<file path="src/hw/rtl/sqa_pkg.sv">
`default_nettype none
// ----------------------------------------------------------------------------
// sqa_pkg
// Shared types, widths and constants of the signed angle about axis block.
// ----------------------------------------------------------------------------
package sqa_pkg;

  localparam int unsigned COORD_WIDTH_DEF  = 32;
  localparam int unsigned CORDIC_STEPS_DEF = 16;

  localparam int unsigned VEC_W   = 32;
  localparam int unsigned AXIS_W  = 16;
  localparam int unsigned PROJ_W  = 40;
  localparam int unsigned NRM_W   = 16;
  localparam int unsigned CRS_W   = 34;
  localparam int unsigned MUL_A_W = 36;
  localparam int unsigned MUL_B_W = 34;
  localparam int unsigned ACC_W   = 72;
  localparam int unsigned SQ_W    = 64;
  localparam int unsigned ROOT_W  = 32;
  localparam int unsigned XY_W    = 36;
  localparam int unsigned Z_W     = 34;
  localparam int unsigned ANG_W   = 16;
  localparam int unsigned ATAN_N  = 24;
  localparam int unsigned ATAN_IW = 5;

  localparam logic signed [Z_W-1:0]   HALF_PI_Q30 = 34'sd1686629713;
  localparam logic signed [ANG_W-1:0] ANGLE_LIMIT = 16'sd25736;
  localparam logic signed [ACC_W-1:0] NEG_ONE_Q16 = -72'sd65536;
  localparam logic signed [AXIS_W-1:0] AXIS_Z_RST = 16'sd16384;

  typedef enum logic [1:0] {
    REG_ACTIVE = 2'd0,
    REG_AXIS_X = 2'd1,
    REG_AXIS_Y = 2'd2,
    REG_AXIS_Z = 2'd3
  } reg_idx_e;

  typedef enum logic [3:0] {
    S_IDLE,
    S_DOT,
    S_OFF,
    S_CHK,
    S_NORM,
    S_CROSS,
    S_MACS,
    S_SQST,
    S_SQW,
    S_CDST,
    S_CDW,
    S_OUT
  } st_e;

  typedef struct packed {
    logic vld;
    logic clr;
    logic neg;
  } mac_ctl_t;

  function automatic logic [29:0] atan_q30(input logic [ATAN_IW-1:0] i);
    logic [29:0] v;
    case (i)
      5'd0:    v = 30'd843314856;
      5'd1:    v = 30'd497837829;
      5'd2:    v = 30'd263043836;
      5'd3:    v = 30'd133525158;
      5'd4:    v = 30'd67021686;
      5'd5:    v = 30'd33543515;
      5'd6:    v = 30'd16775850;
      5'd7:    v = 30'd8388437;
      5'd8:    v = 30'd4194282;
      5'd9:    v = 30'd2097149;
      5'd10:   v = 30'd1048575;
      5'd11:   v = 30'd524287;
      5'd12:   v = 30'd262143;
      5'd13:   v = 30'd131071;
      5'd14:   v = 30'd65535;
      5'd15:   v = 30'd32767;
      5'd16:   v = 30'd16383;
      5'd17:   v = 30'd8191;
      5'd18:   v = 30'd4095;
      5'd19:   v = 30'd2047;
      5'd20:   v = 30'd1023;
      5'd21:   v = 30'd511;
      5'd22:   v = 30'd255;
      5'd23:   v = 30'd127;
      default: v = 30'd0;
    endcase
    return v;
  endfunction

endpackage
`default_nettype wire

</file>
<file path="src/hw/rtl/sqa_mac.sv">
`default_nettype none
// ----------------------------------------------------------------------------
// sqa_mac
// Shared signed multiplier with a registered product and an accumulator.
// ----------------------------------------------------------------------------
module sqa_mac (
  input  logic                                  clk_i,
  input  logic                                  rst_ni,
  input  sqa_pkg::mac_ctl_t                     ctl_i,
  input  logic signed [sqa_pkg::MUL_A_W-1:0]    a_i,
  input  logic signed [sqa_pkg::MUL_B_W-1:0]    b_i,
  output logic signed [sqa_pkg::ACC_W-1:0]      acc_o
);
  import sqa_pkg::*;

  logic signed [MUL_A_W+MUL_B_W-1:0] prod_w;
  logic signed [ACC_W-1:0]           prod_q;
  logic signed [ACC_W-1:0]           acc_q;
  logic signed [ACC_W-1:0]           base_w;
  mac_ctl_t                          ctl_q;

  assign prod_w = a_i * b_i;
  assign base_w = ctl_q.clr ? '0 : acc_q;
  assign acc_o  = acc_q;

  always_ff @(posedge clk_i or negedge rst_ni) begin
    if (!rst_ni) begin
      ctl_q <= '0;
    end else begin
      ctl_q <= ctl_i;
    end
  end

  always_ff @(posedge clk_i) begin
    prod_q <= ACC_W'(prod_w);
    if (ctl_q.vld) begin
      acc_q <= ctl_q.neg ? base_w - prod_q : base_w + prod_q;
    end
  end

endmodule
`default_nettype wire

</file>
<file path="config.mk">
export PLATFORM = sky130hd
export DESIGN_NAME = sqa_mac
export DESIGN_NICKNAME = d
export VERILOG_FILES = /design/src/hw/rtl/sqa_pkg.sv /design/src/hw/rtl/sqa_mac.sv
export SDC_FILE = /design/constraint.sdc
export NUM_CORES = 2
export LEC_CHECK = 0
export CELL_PAD_IN_SITES_DETAIL_PLACEMENT = 0
export CELL_PAD_IN_SITES_GLOBAL_PLACEMENT = 1
export CORE_AREA = 4 4 338 340
export DETAILED_ROUTE_END_ITERATION = 7
export DIE_AREA = 0 0 342 344
export DONT_BUFFER_PORTS = 1
export PLACE_DENSITY = 0.76
export SLEW_MARGIN = 20
export SYNTH_ARGS = -nofsm -noshare
export SYNTH_HDL_FRONTEND = slang
export SYNTH_SLANG_ARGS = --single-unit
</file>
<file path="constraint.sdc">
create_clock -name clk_i -period 5 [get_ports clk_i]
set_input_delay 0.25 -clock clk_i [delete_from_list [all_inputs] [get_ports clk_i]]
set_output_delay 0.25 -clock clk_i [all_outputs]
set_load 0.005 [all_outputs]
</file>
==> flow_metrics.py <==
metrics = {
    "drt": {
        "finalWirelength_microns": 156600,
        "antenna_left": 0,
        "routed_via_density": 5.269,
        "vias": 39726,
        "drtPass1Iterations": 5,
        "drc_errors": 0,
        "first_iter_violations": 2066,
        "wire_per_inst_microns": 20.77,
    },
    "worst_setup_path": {
        "rr_worst_depth": 25,
        "startpoint": "a_i[13]",
        "crit_fanout": 34,
        "crit_required_ps": 5330,
        "path_class": "in2reg",
        "cp.arrival_ps": 7050,
        "worstReg2RegStart": "prod_q[8]",
        "endpoint_kind": "flop",
        "startpoint_type": "input port",
    },
    "logic_synthesis": {
        "netlist_area_sq_um": 53130,
        "seq_area_frac_synth": 0.06848,
        "synth_nets": 7450,
        "ys.flop_type": "edfxtp_1",
        "synth_top_family_by_area": "adder cells",
        "yosys_warnings": 0,
        "async_reset_ff_frac": 0.02069,
        "syn_avg_cell_area_sq_um": 9.178,
        "synth_mux_area_frac": 0.0009891,
        "synth_compound_area_frac": 0.06243,
        "synth_fa_ha_area_frac": 0.5580,
        "ys_ff_latch": 145,
        "synthXorXnorAreaFrac": 0.03511,
        "syn_inst": 5789,
        "synth-simple-area-share": 0.1635,
        "ys_types": 79,
        "synth_edf_count": 72,
    },
    "floorplanning": {
        "core_sq_um": 111600,
        "fp.dieH_microns": 344,
        "die_x_microns": 342,
        "placementRows": 123,
        "ios": 147,
        "dieArea_sq_um": 117600,
        "initial_core_util": 0.4762,
    },
    "sta": {
        "max_freq_mhz": 148.8,
        "skew_ps": 12.87,
        "relSlewSlack": 0.5242,
        "min_period_ps": 6719,
        "setup_ws_ps": -1719,
        "final_max_slew_viol_count": 0,
        "finalSetupTns_ps": -69690,
        "hold_viol": 0,
        "finalSetupViolCount": 56,
        "tightest_slew_ps": 713.7,
        "rsz0062_at_grt": "true",
        "period_share": 1.344,
    },
    "finish": {
        "drive_gt1_frac": 0.1604,
        "stdcell_area_sq_um": 60720,
        "nets": 7683,
        "final_cell_mix": "fa_1 (1,258), inv_1 (1,237), nand2_1 (708)",
        "fillCellCount": 10152,
        "area_delta_synth_final_pct": 14.28,
        "final_common_cell": "fa_1",
        "utilization": 0.5442,
    },
    "grt": {
        "antenna_found_initial": 4,
        "grt_max_degree": 46,
        "grt-ovfl-total": 0,
        "grt_pass1_wl_microns": 250800,
        "grt_use_total": 0.2757,
        "grt_pass1_vias": 44756,
    },
    "placed_design": {
        "gp_congestion": 0.8910,
        "dpl-instance-area_sq_um": 57770,
        "portBuffers": 0,
        "dp_hpwl_microns": 120900,
        "pre_cts_slack_ps": -2399,
    },
    "clocking": {
        "htree_levels": 4,
        "clkTransAtPathRegs_ps": 70,
        "clock_path_buffers": 2,
        "root_buffer": "clkbuf_16",
        "cts_tree": "done",
        "clkSinkCount": 145,
        "clk-insertion-delay-late_ps": 440,
        "cts_made_buffers": 17,
    },
    "flow_run": {
        "cap_violations": 0,
    },
    "outcome": {
        "outcome": "finished, violations left",
        "violations": "negative setup slack",
    },
    "hold_path": {
        "hold_path_class": "in2reg",
        "hold_start": "a_i[0]",
        "worstHoldPathCells": 1,
    },
}
layout make-up:
class | instances | area [sq um] | share of cell area
Antenna cell | 4 | 10.01 | 0.0001648
Clock buffer | 18 | 439.2 | 0.007233
Clock inverter | 14 | 130.1 | 0.002143
Inverter | 1290 | 4850 | 0.07987
Multi-Input combinational cell | 4070 | 45720 | 0.7529
Sequential cell | 145 | 3643 | 0.06000
Tap cell | 1500 | 1877 | 0.03091
Timing Repair Buffer | 498 | 4055 | 0.06678
synthesized netlist by cell type, drive strengths merged (12+ instances only):
library cell | n | area, sq um
fa | 1306 | 26150
o211ai | 13 | 97.59
and3 | 12 | 80.08
nor4 | 17 | 125.1
edfxtp | 72 | 2162
ha | 280 | 3503
nor3 | 35 | 186.4
o21ai | 94 | 470.5
nor2b | 81 | 506.7
inv | 1290 | 4842
clkbuf | 279 | 1057
a21o | 81 | 608.1
nand4 | 26 | 168.9
a31oi | 31 | 193.9
nand3 | 21 | 105.1
nor2 | 147 | 551.8
xnor2 | 158 | 1384
nand2b | 21 | 131.4
and2 | 606 | 3795
xor2 | 55 | 481.7
dfxtp | 70 | 1401
o21a | 23 | 172.7
a21oi | 192 | 964.7
nand2 | 736 | 2763
o21bai | 27 | 202.7
critical path, cell delays in order:
cell,delay (ps)
and2_4,150
fa_1,510
fa_1,530
inv_2,50
fa_1,520
inv_1,50
fa_1,490
fa_2,620
fa_2,440
fa_2,580
inv_2,40
fa_2,590
inv_2,60
ha_4,310
nand2_4,50
or3_4,360
or2_4,270
o21ai_4,230
a21o_4,190
o21ai_4,90
or3_4,420
a21oi_2,170
nor3_2,50
routing by layer:
layer,GRT usage,part of all wire,vias up
met1,0.3290,0.38,20713
met5,0,0,-
li1,-,-,17566
met4,0.1163,0.053,0
met2,0.5018,0.52,1122
met3,0.03635,0.051,325
flip-flops by register name, summed over array words and instances (netlist names):
name,flops
acc_o,72
prod_q,70
ctl_q,3
what timing repair did:
item / in CTS / in global routing
hold endpoints to repair: 6 / 0
pin swaps: 169 / 216
endpoints found under the setup margin: 67 / 78
gates resized for setup: 206 / 233
hold buffers: 4 / 0
cloned: 0 / 0
buffers inserted: 38 / 49
worst paths after layout:
path | endpoint | slack (ps)
max | prod_q[62] | -1720
max in group asynchronous | ctl_q[2] | 4760
min reg2reg | acc_o[0] | 810
max reg2reg | acc_o[71] | 10
min in group asynchronous | ctl_q[0] | 70
min | prod_q[0] | 30
cells by family after synthesis:
group                    after synthesis
adder cells (fa/ha/maj)             1586
AND/OR/NAND/NOR                     1737
flip-flops                           145
XOR/XNOR                             213
multiplexers                           4
buffers and inverters               1574
AO/OA/AOI/OAI                        530
stage by stage:
step           instances  hold slack (ps)
2_1_floorplan       5789           -45.59
4_1_cts             7500            13.92
3_3_place_gp        7429           -45.53
6_report            7539            31.55
3_5_place_dp        7429           -45.51
5_1_grt             7536            3.711
Power is not shown: default switching activity piles up to over one toggle a cycle in this logic, so the estimate is an artifact.
