`src/hw/rtl/sqa_pkg.sv`:
```
`default_nettype none
// ----------------------------------------------------------------------------
// sqa_pkg
// Shared types, widths and constants of the signed angle about axis block.
// ----------------------------------------------------------------------------
package sqa_pkg;

  localparam int unsigned COORD_WIDTH_DEF  = 32;
  localparam int unsigned CORDIC_STEPS_DEF = 16;

  localparam int unsigned VEC_W   = 32;
  localparam int unsigned AXIS_W  = 16;
  localparam int unsigned PROJ_W  = 40;
  localparam int unsigned NRM_W   = 16;
  localparam int unsigned CRS_W   = 34;
  localparam int unsigned MUL_A_W = 36;
  localparam int unsigned MUL_B_W = 34;
  localparam int unsigned ACC_W   = 72;
  localparam int unsigned SQ_W    = 64;
  localparam int unsigned ROOT_W  = 32;
  localparam int unsigned XY_W    = 36;
  localparam int unsigned Z_W     = 34;
  localparam int unsigned ANG_W   = 16;
  localparam int unsigned ATAN_N  = 24;
  localparam int unsigned ATAN_IW = 5;

  localparam logic signed [Z_W-1:0]   HALF_PI_Q30 = 34'sd1686629713;
  localparam logic signed [ANG_W-1:0] ANGLE_LIMIT = 16'sd25736;
  localparam logic signed [ACC_W-1:0] NEG_ONE_Q16 = -72'sd65536;
  localparam logic signed [AXIS_W-1:0] AXIS_Z_RST = 16'sd16384;

  typedef enum logic [1:0] {
    REG_ACTIVE = 2'd0,
    REG_AXIS_X = 2'd1,
    REG_AXIS_Y = 2'd2,
    REG_AXIS_Z = 2'd3
  } reg_idx_e;

  typedef enum logic [3:0] {
    S_IDLE,
    S_DOT,
    S_OFF,
    S_CHK,
    S_NORM,
    S_CROSS,
    S_MACS,
    S_SQST,
    S_SQW,
    S_CDST,
    S_CDW,
    S_OUT
  } st_e;

  typedef struct packed {
    logic vld;
    logic clr;
    logic neg;
  } mac_ctl_t;

  function automatic logic [29:0] atan_q30(input logic [ATAN_IW-1:0] i);
    logic [29:0] v;
    case (i)
      5'd0:    v = 30'd843314856;
      5'd1:    v = 30'd497837829;
      5'd2:    v = 30'd263043836;
      5'd3:    v = 30'd133525158;
      5'd4:    v = 30'd67021686;
      5'd5:    v = 30'd33543515;
      5'd6:    v = 30'd16775850;
      5'd7:    v = 30'd8388437;
      5'd8:    v = 30'd4194282;
      5'd9:    v = 30'd2097149;
      5'd10:   v = 30'd1048575;
      5'd11:   v = 30'd524287;
      5'd12:   v = 30'd262143;
      5'd13:   v = 30'd131071;
      5'd14:   v = 30'd65535;
      5'd15:   v = 30'd32767;
      5'd16:   v = 30'd16383;
      5'd17:   v = 30'd8191;
      5'd18:   v = 30'd4095;
      5'd19:   v = 30'd2047;
      5'd20:   v = 30'd1023;
      5'd21:   v = 30'd511;
      5'd22:   v = 30'd255;
      5'd23:   v = 30'd127;
      default: v = 30'd0;
    endcase
    return v;
  endfunction

endpackage
`default_nettype wire

```
`src/hw/rtl/sqa_isqrt.sv`:
```
`default_nettype none
// ----------------------------------------------------------------------------
// sqa_isqrt
// Bit-pair restoring integer square root, one result bit per cycle.
// ----------------------------------------------------------------------------
module sqa_isqrt (
  input  logic                           clk_i,
  input  logic                           rst_ni,
  input  logic                           start_i,
  input  logic [sqa_pkg::SQ_W-1:0]       n_i,
  output logic                           done_o,
  output logic [sqa_pkg::ROOT_W-1:0]     root_o
);
  import sqa_pkg::*;

  logic [SQ_W-1:0] rem_q;
  logic [SQ_W-1:0] res_q;
  logic [SQ_W-1:0] bit_q;
  logic [SQ_W-1:0] trial_w;
  logic            busy_q;
  logic            done_q;

  assign trial_w = res_q + bit_q;
  assign done_o  = done_q;
  assign root_o  = res_q[ROOT_W-1:0];

  always_ff @(posedge clk_i or negedge rst_ni) begin
    if (!rst_ni) begin
      busy_q <= 1'b0;
      done_q <= 1'b0;
    end else begin
      done_q <= busy_q && (bit_q == SQ_W'(1));
      if (start_i) begin
        busy_q <= 1'b1;
      end else if (busy_q && (bit_q == SQ_W'(1))) begin
        busy_q <= 1'b0;
      end
    end
  end

  always_ff @(posedge clk_i) begin
    if (start_i) begin
      rem_q <= n_i;
      res_q <= '0;
      bit_q <= SQ_W'(1) << (SQ_W - 2);
    end else if (busy_q) begin
      if (rem_q >= trial_w) begin
        rem_q <= rem_q - trial_w;
        res_q <= (res_q >> 1) + bit_q;
      end else begin
        res_q <= res_q >> 1;
      end
      bit_q <= bit_q >> 2;
    end
  end

endmodule
`default_nettype wire

```
`config.mk`:
```
export PLATFORM = sky130hd
export DESIGN_NAME = sqa_isqrt
export DESIGN_NICKNAME = d
export VERILOG_FILES = /design/src/hw/rtl/sqa_pkg.sv /design/src/hw/rtl/sqa_isqrt.sv
export SDC_FILE = /design/constraint.sdc
export NUM_CORES = 1
export LEC_CHECK = 0
export BUFFER_PORTS_ARGS = -buffer_cell sky130_fd_sc_hd__buf_2
export CAP_MARGIN = 20
export CORE_MARGIN = 4
export CORE_UTILIZATION = 40
export CTS_BUF_LIST = sky130_fd_sc_hd__clkbuf_16
export CTS_CLUSTER_SIZE = 28
export DETAILED_ROUTE_END_ITERATION = 12
export HOLD_SLACK_MARGIN = 0.08
export PLACE_DENSITY_LB_ADDON = 0.3
export SLEW_MARGIN = 25
export SYNTH_ARGS = -nofsm -noshare
export SYNTH_HDL_FRONTEND = slang
export SYNTH_SLANG_ARGS = --single-unit
```
`constraint.sdc`:
```
create_clock -name clk_i -period 20.6 [get_ports clk_i]
set_input_delay 4.12 -clock clk_i [delete_from_list [all_inputs] [get_ports clk_i]]
set_output_delay 4.12 -clock clk_i [all_outputs]
set_load 0.02 [all_outputs]
```
==> impl_metrics.py, run 1 <==
metrics = {
    "route": {
        "vias": 15888,
        "drt_pre_antenna_iters": 6,
        "via_per_inst": 6.094,
        "routedWlPerCell_um": 19.69,
        "drcViolationCount": 0,
        "drt_iter0_drc": 1584,
        "routed_wl_um": 51330,
        "ant_nets": 0,
    },
    "power": {
        "finalPower_uw": 2317,
        "power.density_nw_per_um2": 133.6,
        "p_leak_uw": 0.006866,
        "ir_drop_v": 0.00005965,
    },
    "placement": {
        "place_congestion": 0.9439,
        "port_buffers": 99,
        "postPlaceCellArea_sq_um": 16760,
        "dpl.hpwl_um": 38500,
    },
    "setup_path": {
        "reg2reg_to": "rem_q[52]$_DFFE_PP_",
        "start_kind": "flip-flop",
        "rr_startpoint": "res_q[2]$_SDFFE_PP0P_",
        "critPathCaptureType": "flip-flop",
        "r2r.worst_path.cells": 19,
        "critPathMaxFanout": 48,
        "crit_arrival_ns": 7.41,
        "path_class": "flip-flop to flip-flop",
        "ff2ff_setup_slack_ns": 13.29,
        "crit_required_ns": 20.70,
    },
    "yosys": {
        "avgSynthCellArea_sq_um": 7.780,
        "synth_seq_cells": 162,
        "synthTopCellsByArea": "dfxtp_1 12%, edfxtp_1 12%, ha_1 10%, nand2_1 5.3%, o21ai_0 4.7%",
        "netlist_area_sq_um": 16240,
        "async_flop_share": 0.01235,
        "synthCells": 2087,
        "yosysSeqAreaShare": 0.2398,
        "synth.distinct_cells": 89,
        "synth_top_area_frac": 0.1184,
        "synth_edf_count": 64,
        "ys.flop_type": "dfxtp_1",
        "syn_nets": 2285,
        "yosysWarningCount": 0,
        "synth_top_area_cell": "dfxtp_1",
    },
    "cells_and_area": {
        "drive_gt1_frac": 0.1042,
        "area_growth_pct": 6.835,
        "nNetsFinal": 2267,
        "nFillCells": 4014,
        "layout_commonest_cell": "nand2_1",
        "final_area_sq_um": 17350,
        "fin_util": 0.4346,
        "ff_latch_area_sq_um": 3897,
        "multi_input_area_sq_um": 11390,
        "antenna_cells": 0,
        "mostFrequentLayoutCells": "228 x nand2_1, 187 x nor2_1, 153 x o21ai_0, 144 x a21oi_1, 130 x ha_1",
    },
    "timing": {
        "hold_slack_ns": 0.5397,
        "rsz0062_at_grt": "false",
        "slew_headroom": 0.2912,
        "final-max-slew-violation-count": 0,
        "min_period_ns": 7.313,
        "final.period_utilization": 0.3550,
        "fmax_mhz": 136.7,
        "finalHoldViolations": 0,
        "tns_ns": 0,
        "setup_viol": 0,
        "skew_ns": 0.01348,
        "worstMarginPinSlew_ns": 1.053,
    },
    "worst_hold_path": {
        "hold_path.class": "flip-flop to flip-flop",
        "min_to": "res_q[0]$_SDFFE_PP0P_",
        "worstHoldStart": "res_q[0]$_SDFFE_PP0P_",
        "holdPathStages": 2,
    },
    "clocking": {
        "cts_tree": "done",
        "clk_latency_ns": 0.47,
        "cts_max_path_buffers": 2,
        "hold_buffers": 0,
        "cts_resized": 0,
        "htree_levels": 4,
        "clock_sinks": 162,
        "cts_buffers": 17,
        "post-cts-setup-buffers": 0,
        "ctsRootBufferMaster": "clkbuf_16",
        "clkTransAtPathRegs_ns": 0.08,
    },
    "global_route": {
        "grt_usage": 0.2254,
        "grt_pass1_vias": 15028,
        "grt_pass1_wl_um": 81230,
        "grt.overflow.total": 0,
        "antenna_found_initial": 0,
        "grt_max_degree": 83,
    },
    "floorplanning": {
        "die_w_um": 209.5,
        "core_sq_um": 39910,
        "dieArea_sq_um": 43880,
        "die_h_um": 209.5,
        "row_count": 73,
        "ios": 100,
        "initial_utilization": 0.4068,
    },
    "outcome": {
        "run_status": "complete, no violations",
    },
    "flow_run": {
        "maxCapViolations": 0,
    },
}
==> report_power, final <==
part / switching, uW / leakage [uW] / internal (uW) / total, uW
clock: 161 / 0.000286 / 177 / 338
combinational: 889 / 0.00511 / 543 / 1430
sequential: 84.6 / 0.00147 / 463 / 548
==> critical path, stage by stage, from the launching register on <==
cell	delay (ns)
dfxtp_1	0.45
ha_1	0.31
a31o_2	0.27
o311ai_0	0.51
a31oi_1	0.39
o21bai_1	0.30
a31oi_1	0.17
nand2b_1	0.20
xnor2_1	0.16
ha_1	0.43
nand4_1	0.19
nor4_1	0.53
a31oi_1	0.29
o41ai_1	0.51
a2111oi_2	0.17
o211ai_2	0.09
buf_4	0.40
nor2_8	0.24
o21ai_4	0.57
buf_4	0.62
==> synthesized netlist by cell type (18+ instances only) <==
master,number
nor2_1,187
nor4_1,18
xor2_1,65
xnor2_1,69
clkbuf_1,90
a31o_2,20
o21a_1,19
nand3_1,56
a21o_1,41
dfxtp_1,96
nand2_1,228
o21bai_1,34
mux2i_1,41
o21ai_0,154
inv_1,57
o21ai_1,23
a31oi_1,48
a211oi_1,32
nor3_1,36
edfxtp_1,64
nand4_1,47
ha_1,130
buf_4,33
o31ai_1,22
and3_1,24
a21oi_1,144
and2_1,23
==> through the flow <==
stage,worst slack [ns],std cells
floorplan,10.99,2087
global placement,13.54,2575
detailed placement,13.46,2575
CTS,13.40,2607
global route,12.76,2607
finish,13.29,2607
==> cell type report <==
type,count,share of cell area
well taps,525,0.03787
repair buffers,111,0.03412
clock buffers,18,0.02597
clock inverters,14,0.007934
flip-flops and latches,162,0.2247
multi-input cells,1718,0.6567
inverters,59,0.01277
==> sequential cells by signal (all words and copies together), names as in the netlist <==
signal	count
rem_q	64
res_q	64
bit_q	32
busy_q	1
done_o	1
==> worst max path at each step <==
| stage | end | slack, ns | cells past startpoint | start |
|---|---|---|---|---|
| 6_report | rem_q[52]$_DFFE_PP_ | 13.29 | 19 | res_q[2]$_SDFFE_PP0P_ |
| 5_1_grt | rem_q[52]$_DFFE_PP_ | 12.76 | 21 | res_q[10]$_SDFFE_PP0P_ |
| 4_1_cts | rem_q[61]$_DFFE_PP_ | 13.40 | 19 | res_q[2]$_SDFFE_PP0P_ |
| 3_5_place_dp | rem_q[61]$_DFFE_PP_ | 13.46 | 19 | res_q[2]$_SDFFE_PP0P_ |
| 3_3_place_gp | rem_q[59]$_DFFE_PP_ | 13.54 | 21 | res_q[10]$_SDFFE_PP0P_ |
| 2_1_floorplan | rem_q[0]$_DFFE_PP_ | 10.99 | 21 | res_q[10]$_SDFFE_PP0P_ |
==> cell families (layout without fill, tap and decap cells) <==
kind of cell	Yosys count	after routing	synth area share
and+or+nand+nor	710	710	0.2078
AOI/OAI and AO/OA	692	692	0.2871
buffers and inverters	207	202	0.05934
DFF	162	162	0.2398
xor gates and xnor gates	134	134	0.07228
adders and majority gates	131	131	0.1014
muxes	51	51	0.03221
==> per-layer routing <==
| metal | track usage | vias to the layer above | routed length (um) |
|---|---|---|---|
| li1 | - | 7715 | - |
| met1 | 0.3133 | 7483 | 23450 |
| met2 | 0.3610 | 596 | 23230 |
| met3 | 0.02900 | 94 | 3133 |
| met4 | 0.07943 | 0 | 1517 |
| met5 | 0 | - | 0 |
Note: power is estimated with default switching activity, not from simulation.
==> run 2, diff against run 1 <==
==> constraint.sdc (replaced) <==
create_clock -name clk_i -period 6.83 [get_ports clk_i]
set_input_delay 1.366 -clock clk_i [delete_from_list [all_inputs] [get_ports clk_i]]
set_output_delay 1.366 -clock clk_i [all_outputs]
set_load 0.02 [all_outputs]
==> run 2 against run 1 <==
Register-to-register slack worse by 13 ns. Setup slack got worse by 13 ns. Worst hold slack improved by 0.021 ns. Cell count grew 0.61%. Critical endpoint is now res_q[16]$_SDFFE_PP0P_. Sequential power rose to 2.9 times the previous value. Non-clock buffer count rose by 16. Sequential cell count is the same. Global-route usage shrank 0.30 points. Total power grew to 3.0 times the previous value. Combinational power grew to 3.1 times the previous value. Critical path depth rose by 1. Critical path type unchanged. Fmax is 13% higher.
==> impl_metrics.py, run 2 (synthesis results as in run 1) <==
metrics = {
    "outcome": {
        "run_status": "complete, no violations",
    },
    "cells_and_area": {
        "layout_commonest_cell": "nand2_1",
        "antenna_cells": 0,
        "area_growth_pct": 7.937,
        "reg.largest.list": "rem_q x64, res_q x64, bit_q x32",
        "final_area_sq_um": 17530,
        "drive_gt1_frac": 0.1120,
        "nNetsFinal": 2283,
        "mostFrequentLayoutCells": "228 x nand2_1, 187 x nor2_1, 153 x o21ai_0, 144 x a21oi_1, 130 x ha_1",
    },
    "route": {
        "routed_wl_um": 50760,
        "ant_nets": 0,
        "drt_pre_antenna_iters": 6,
        "via_per_inst": 6.097,
        "drcViolationCount": 0,
        "routedWlPerCell_um": 19.35,
        "vias": 15993,
        "drt_iter0_drc": 1491,
    },
    "floorplanning": {
        "ios": 100,
        "core_sq_um": 39910,
        "die_h_um": 209.5,
        "dieArea_sq_um": 43880,
        "initial_utilization": 0.4068,
        "row_count": 73,
        "die_w_um": 209.5,
    },
    "power": {
        "p_leak_uw": 0.006974,
        "ir_drop_v": 0.0002175,
        "p_int_uw": 3584,
        "power.density_nw_per_um2": 401.0,
        "sw_frac_of_total": 0.4901,
        "p_sw_uw": 3444,
        "p_comb_frac": 0.627,
        "p_clk_frac": 0.144,
        "power_frac_seq": 0.229,
    },
    "timing": {
        "slew_headroom": 0.3705,
        "setup_viol": 0,
        "rsz0062_at_grt": "false",
        "final.period_utilization": 0.9470,
        "tns_ns": 0,
        "final-max-slew-violation-count": 0,
        "worstMarginPinSlew_ns": 0.9442,
        "min_period_ns": 6.468,
        "fmax_mhz": 154.6,
        "finalHoldViolations": 0,
        "skew_ns": 0.01927,
    },
    "setup_path": {
        "crit_required_ns": 7.22,
        "reg2reg_to": "res_q[16]$_SDFFE_PP0P_",
        "r2r.worst_path.cells": 20,
        "start_kind": "flip-flop",
        "ff2ff_setup_slack_ns": 0.36,
        "slowest_stage": "o311ai_0",
        "rr_startpoint": "res_q[2]$_SDFFE_PP0P_",
        "critPathMaxStageDelay_ns": 0.51,
        "critPathMaxFanout": 35,
        "crit_arrival_ns": 6.85,
        "critPathCaptureType": "flip-flop",
        "cp_cell_sequence": "ha_1 -> a31o_2 -> o311ai_0 -> a31oi_1 -> o211ai_1 -> a21oi_1 -> o21ai_0 -> nand2_1 -> xnor2_1 -> ha_1 -> a21oi_1 -> o21ai_0 -> a21oi_1 -> nor2_1 -> a2111oi_2 -> o211ai_2 -> nor2_8 -> buf_4 -> o21ai_0 -> a221oi_1",
        "path_class": "flip-flop to flip-flop",
    },
    "placement": {
        "postPlaceCellArea_sq_um": 16920,
        "dpl.hpwl_um": 37830,
        "port_buffers": 99,
        "place_congestion": 0.9440,
    },
    "global_route": {
        "grt.overflow.total": 0,
        "grt_usage": 0.2224,
        "antenna_found_initial": 0,
        "grt_pass1_vias": 14851,
        "grt_max_degree": 142,
        "grt_pass1_wl_um": 79570,
    },
    "clocking": {
        "clock_sinks": 162,
        "cts_max_path_buffers": 2,
        "cts_tree": "done",
        "ctsRootBufferMaster": "clkbuf_16",
        "post-cts-setup-buffers": 0,
        "htree_levels": 4,
        "cts_buffers": 17,
        "clkTransAtPathRegs_ns": 0.07,
        "clk_latency_ns": 0.50,
    },
    "flow_run": {
        "maxCapViolations": 0,
    },
    "worst_hold_path": {
        "holdPathStages": 2,
        "worstHoldStart": "res_q[2]$_SDFFE_PP0P_",
        "hold_path.class": "flip-flop to flip-flop",
        "min_to": "res_q[2]$_SDFFE_PP0P_",
    },
}
run 2: changes by cell type in the layout (fill, tap and decap cells not counted), sizes merged:
| cell | previous run | this run |
|---|---|---|
| buf | 111 | 127 |
| bufinv | 1 | 0 |
| clkbuf | 18 | 17 |
| clkinv | 3 | 5 |
| clkinvlp | 2 | 1 |
| inv | 67 | 68 |
run 2: layout make-up:
| class | instances | area (sq um) |
|---|---|---|
| fill | 4031 | 22390 |
| inverter | 59 | 221.5 |
| timing repair buffer | 127 | 749.5 |
| multi-input combinational | 1718 | 11400 |
| clock inverter | 15 | 177.7 |
| clock buffer | 17 | 425.4 |
| sequential | 162 | 3897 |
| tap | 525 | 656.9 |
run 2: how the worst max path moves through the flow:
stage	from	endpoint	slack (ns)	cells after the start
floorplan	res_q[10]$_SDFFE_PP0P_	rem_q[0]$_DFFE_PP_	0.19	21
global placement	res_q[2]$_SDFFE_PP0P_	res_q[34]$_SDFFE_PP0P_	0.56	19
detailed placement	res_q[2]$_SDFFE_PP0P_	res_q[34]$_SDFFE_PP0P_	0.49	19
CTS	res_q[2]$_SDFFE_PP0P_	res_q[34]$_SDFFE_PP0P_	0.39	19
global route	res_q[2]$_SDFFE_PP0P_	res_q[16]$_SDFFE_PP0P_	0.008	20
finish	res_q[2]$_SDFFE_PP0P_	res_q[16]$_SDFFE_PP0P_	0.36	20
run 2: repair_timing:
item                                    CTS  global route
resized for setup                         0             1
endpoints found under the setup margin    0             2
hold buffers                              0             0
run 2: worst max-delay path: cells and delay by family (launching register included):
| kind | cells | cell delay, ns |
|---|---|---|
| adders and majority gates | 2 | 0.66 |
| and+or+nand+nor | 3 | 0.77 |
| xor gates and xnor gates | 1 | 0.25 |
| DFF | 1 | 0.44 |
| AOI/OAI and AO/OA | 13 | 3.91 |
| buffers and inverters | 1 | 0.31 |
run 2: routing by layer:
layer / track usage / vias to the layer above / wire [um] / part of all wire
met1: 0.3016 / 7583 / 23350 / 0.46
met5: 0 / - / 0 / 0
met4: 0.08663 / 0 / 1640 / 0.032
li1: - / 7777 / - / -
met3: 0.03662 / 91 / 2868 / 0.056
met2: 0.3554 / 542 / 22900 / 0.45
run 2: power groups by stage:
| stage | Combinational [uW] | Clock [uW] | Sequential, uW |
|---|---|---|---|
| global placement | 4250 | 0 | 1620 |
| CTS | 4350 | 1040 | 1600 |
| floorplan | 3370 | 0 | 1540 |
| finish | 4410 | 1010 | 1610 |
| detailed placement | 4310 | 0 | 1620 |
| global route | 4860 | 1070 | 1630 |
run 2: stage by stage:
stage | setup WS (ns) | power [uW] | hold WS, ns | util | cells
6_report | 0.3618 | 7028 | 0.5604 | 0.4391 | 2623
5_1_grt | 0.007797 | 7564 | 0.5887 | 0.4391 | 2623
4_1_cts | 0.3863 | 6991 | 0.5567 | 0.4389 | 2623
3_5_place_dp | 0.4875 | 5937 | 0.5421 | 0.4238 | 2591
3_3_place_gp | 0.5635 | 5873 | 0.5244 | 0.4238 | 2591
2_1_floorplan | 0.1896 | 4903 | 0.4854 | - | 2087
==> run 3, diff against run 2 <==
--- a/config.mk
+++ b/config.mk
@@ -7,14 +7,14 @@
 export LEC_CHECK = 0
 export BUFFER_PORTS_ARGS = -buffer_cell sky130_fd_sc_hd__buf_2
 export CAP_MARGIN = 20
-export CORE_MARGIN = 4
+export CORE_MARGIN = 2
 export CORE_UTILIZATION = 40
 export CTS_BUF_LIST = sky130_fd_sc_hd__clkbuf_16
 export CTS_CLUSTER_SIZE = 28
 export DETAILED_ROUTE_END_ITERATION = 12
 export HOLD_SLACK_MARGIN = 0.08
 export PLACE_DENSITY_LB_ADDON = 0.3
-export SLEW_MARGIN = 25
+export SLEW_MARGIN = 30
 export SYNTH_ARGS = -nofsm -noshare
 export SYNTH_HDL_FRONTEND = slang
 export SYNTH_SLANG_ARGS = --single-unit
==> run 3 against run 2 <==
Design area down 0.34%. Critical path depth unchanged. Non-clock buffer count up 1. Setup slack better by 0.075 ns. Cell count about the same.
==> impl_metrics.py, run 3 (synthesis results as in run 1) <==
metrics = {
    "power": {
        "sw_frac_of_total": 0.4919,
        "ir_drop_v": 0.0001910,
        "power.density_nw_per_um2": 402.0,
        "p_comb_frac": 0.636,
        "p_sw_uw": 3454,
        "p_leak_uw": 0.006946,
        "p_clk_frac": 0.135,
        "p_int_uw": 3567,
        "finalPower_uw": 7022,
        "power_frac_seq": 0.229,
    },
    "clocking": {
        "cts_resized": 0,
        "htree_levels": 4,
        "ctsRootBufferMaster": "clkbuf_16",
        "post-cts-setup-buffers": 0,
        "hold_buffers": 0,
        "clock_sinks": 162,
        "clkTransAtPathRegs_ns": 0.07,
        "cts_max_path_buffers": 2,
        "cts_buffers": 17,
        "cts_tree": "done",
        "clk_latency_ns": 0.47,
    },
    "placement": {
        "dpl.hpwl_um": 39460,
        "place_congestion": 0.9678,
        "port_buffers": 99,
    },
    "setup_path": {
        "crit_arrival_ns": 6.75,
        "r2r.worst_path.cells": 20,
        "start_kind": "flip-flop",
        "crit_required_ns": 7.19,
        "slowest_stage": "a31oi_1",
        "path_class": "flip-flop to flip-flop",
        "cp_cell_sequence": "ha_1 -> nand4_1 -> nor2_1 -> o311ai_0 -> a31oi_1 -> o21bai_1 -> a31oi_1 -> nand2b_1 -> xnor2_1 -> ha_1 -> nand4_1 -> nor4_1 -> a31oi_1 -> o41ai_1 -> a2111oi_2 -> o211a_1 -> nand2_1 -> buf_4 -> mux2i_1 -> a221oi_1",
        "critPathCaptureType": "flip-flop",
        "critPathMaxFanout": 36,
        "critPathMaxStageDelay_ns": 0.70,
        "crit_top_cell": "a31oi_1",
    },
    "global_route": {
        "antenna_found_initial": 0,
        "grt.overflow.total": 0,
        "grt_pass1_vias": 15239,
        "grt_pass1_wl_um": 82120,
        "grt_max_degree": 148,
        "grt_usage": 0.2459,
    },
    "timing": {
        "final-max-slew-violation-count": 0,
        "slew_headroom": 0.3930,
        "tns_ns": 0,
        "worstMarginPinSlew_ns": 0.9105,
        "fmax_mhz": 156.4,
        "final.period_utilization": 0.9361,
        "skew_ns": 0.01508,
        "setup_viol": 0,
        "min_period_ns": 6.394,
        "finalHoldViolations": 0,
        "rsz0062_at_grt": "false",
    },
    "floorplanning": {
        "ios": 100,
        "die_w_um": 205.5,
        "die_h_um": 205.5,
        "row_count": 73,
        "initial_utilization": 0.4068,
        "dieArea_sq_um": 42220,
        "core_sq_um": 39910,
    },
    "cells_and_area": {
        "mostFrequentLayoutCells": "228 x nand2_1, 187 x nor2_1, 153 x o21ai_0, 144 x a21oi_1, 130 x ha_1",
        "antenna_cells": 0,
        "drive_gt1_frac": 0.1110,
        "nFillCells": 4054,
        "reg.largest.list": "rem_q x64, res_q x64, bit_q x32",
        "area_growth_pct": 7.575,
        "nNetsFinal": 2284,
        "layout_commonest_cell": "nand2_1",
    },
    "route": {
        "ant_nets": 0,
        "via_per_inst": 6.128,
        "drt_iter0_drc": 1405,
        "met2WireLength_um": 23040,
        "wirelength_met1_um": 23830,
        "drt_pre_antenna_iters": 5,
        "routedWlPerCell_um": 19.78,
        "vias": 16079,
        "wl_met3_um": 3213,
        "topRoutingLayerUsed": "met4",
        "drcViolationCount": 0,
        "routed_wl_um": 51900,
    },
    "worst_hold_path": {
        "holdPathStages": 2,
        "hold_path.class": "flip-flop to flip-flop",
    },
    "flow_run": {
        "maxCapViolations": 0,
    },
    "outcome": {
        "run_status": "complete, no violations",
    },
}
run 3: through the flow:
| stage | setup slack, ns | hold WS (ns) | util | std cells | area, sq um |
|---|---|---|---|---|---|
| global route | 0.03145 | 0.5839 | 0.4376 | 2624 | 17470 |
| floorplan | 0.1896 | 0.4854 | - | 2087 | 16240 |
| finish | 0.4363 | 0.5426 | 0.4376 | 2624 | 17470 |
| global placement | 0.8002 | 0.5238 | 0.4240 | 2592 | 16920 |
| CTS | 0.5870 | 0.5489 | 0.4376 | 2624 | 17470 |
| detailed placement | 0.6440 | 0.5397 | 0.4240 | 2592 | 16920 |
run 3: path summary, 6_finish.rpt:
kind | from | to | slack, ns
max | res_q[10]$_SDFFE_PP0P_ | res_q[8]$_SDFFE_PP0P_ | 0.44
min | res_q[0]$_SDFFE_PP0P_ | res_q[0]$_SDFFE_PP0P_ | 0.54
max reg2reg | res_q[10]$_SDFFE_PP0P_ | res_q[8]$_SDFFE_PP0P_ | 0.44
min reg2reg | res_q[0]$_SDFFE_PP0P_ | res_q[0]$_SDFFE_PP0P_ | 0.54
max in group asynchronous | rst_ni | busy_q$_DFFE_PN0P_ | 6.03
min in group asynchronous | rst_ni | done_o$_DFF_PN0_ | 0.68
run 3: final cells by class:
type | count | area [sq um] | share of cell area
inverters | 59 | 221.5 | 0.01268
multi-input cells | 1718 | 11390 | 0.6521
well taps | 525 | 656.9 | 0.03761
flip-flops and latches | 162 | 3897 | 0.2231
repair buffers | 128 | 757.0 | 0.04334
clock inverters | 15 | 117.6 | 0.006734
clock buffers | 17 | 425.4 | 0.02436
run 3: per-layer routing:
metal	global-route usage	vias to the layer above
met4	0.1056	0
met1	0.3367	7628
met3	0.03263	99
li1	-	7785
met5	0	-
met2	0.3870	567
run 3: critical path, delay by kind of cell (launching register included):
family          cells  cell delay (ns)
mux                 1             0.15
compound gates      9             2.96
fa+ha+maj           2             0.82
buf+inv             1             0.45
xor+xnor            1             0.09
flops               1             0.40
simple gates        6             1.36
run 3: power by group through the flow:
stage | combinational (uW) | clock (uW) | sequential, uW
floorplan | 3370 | 0 | 1540
global placement | 4340 | 0 | 1620
detailed placement | 4380 | 0 | 1620
CTS | 4410 | 959 | 1600
global route | 4930 | 996 | 1630
finish | 4470 | 947 | 1610
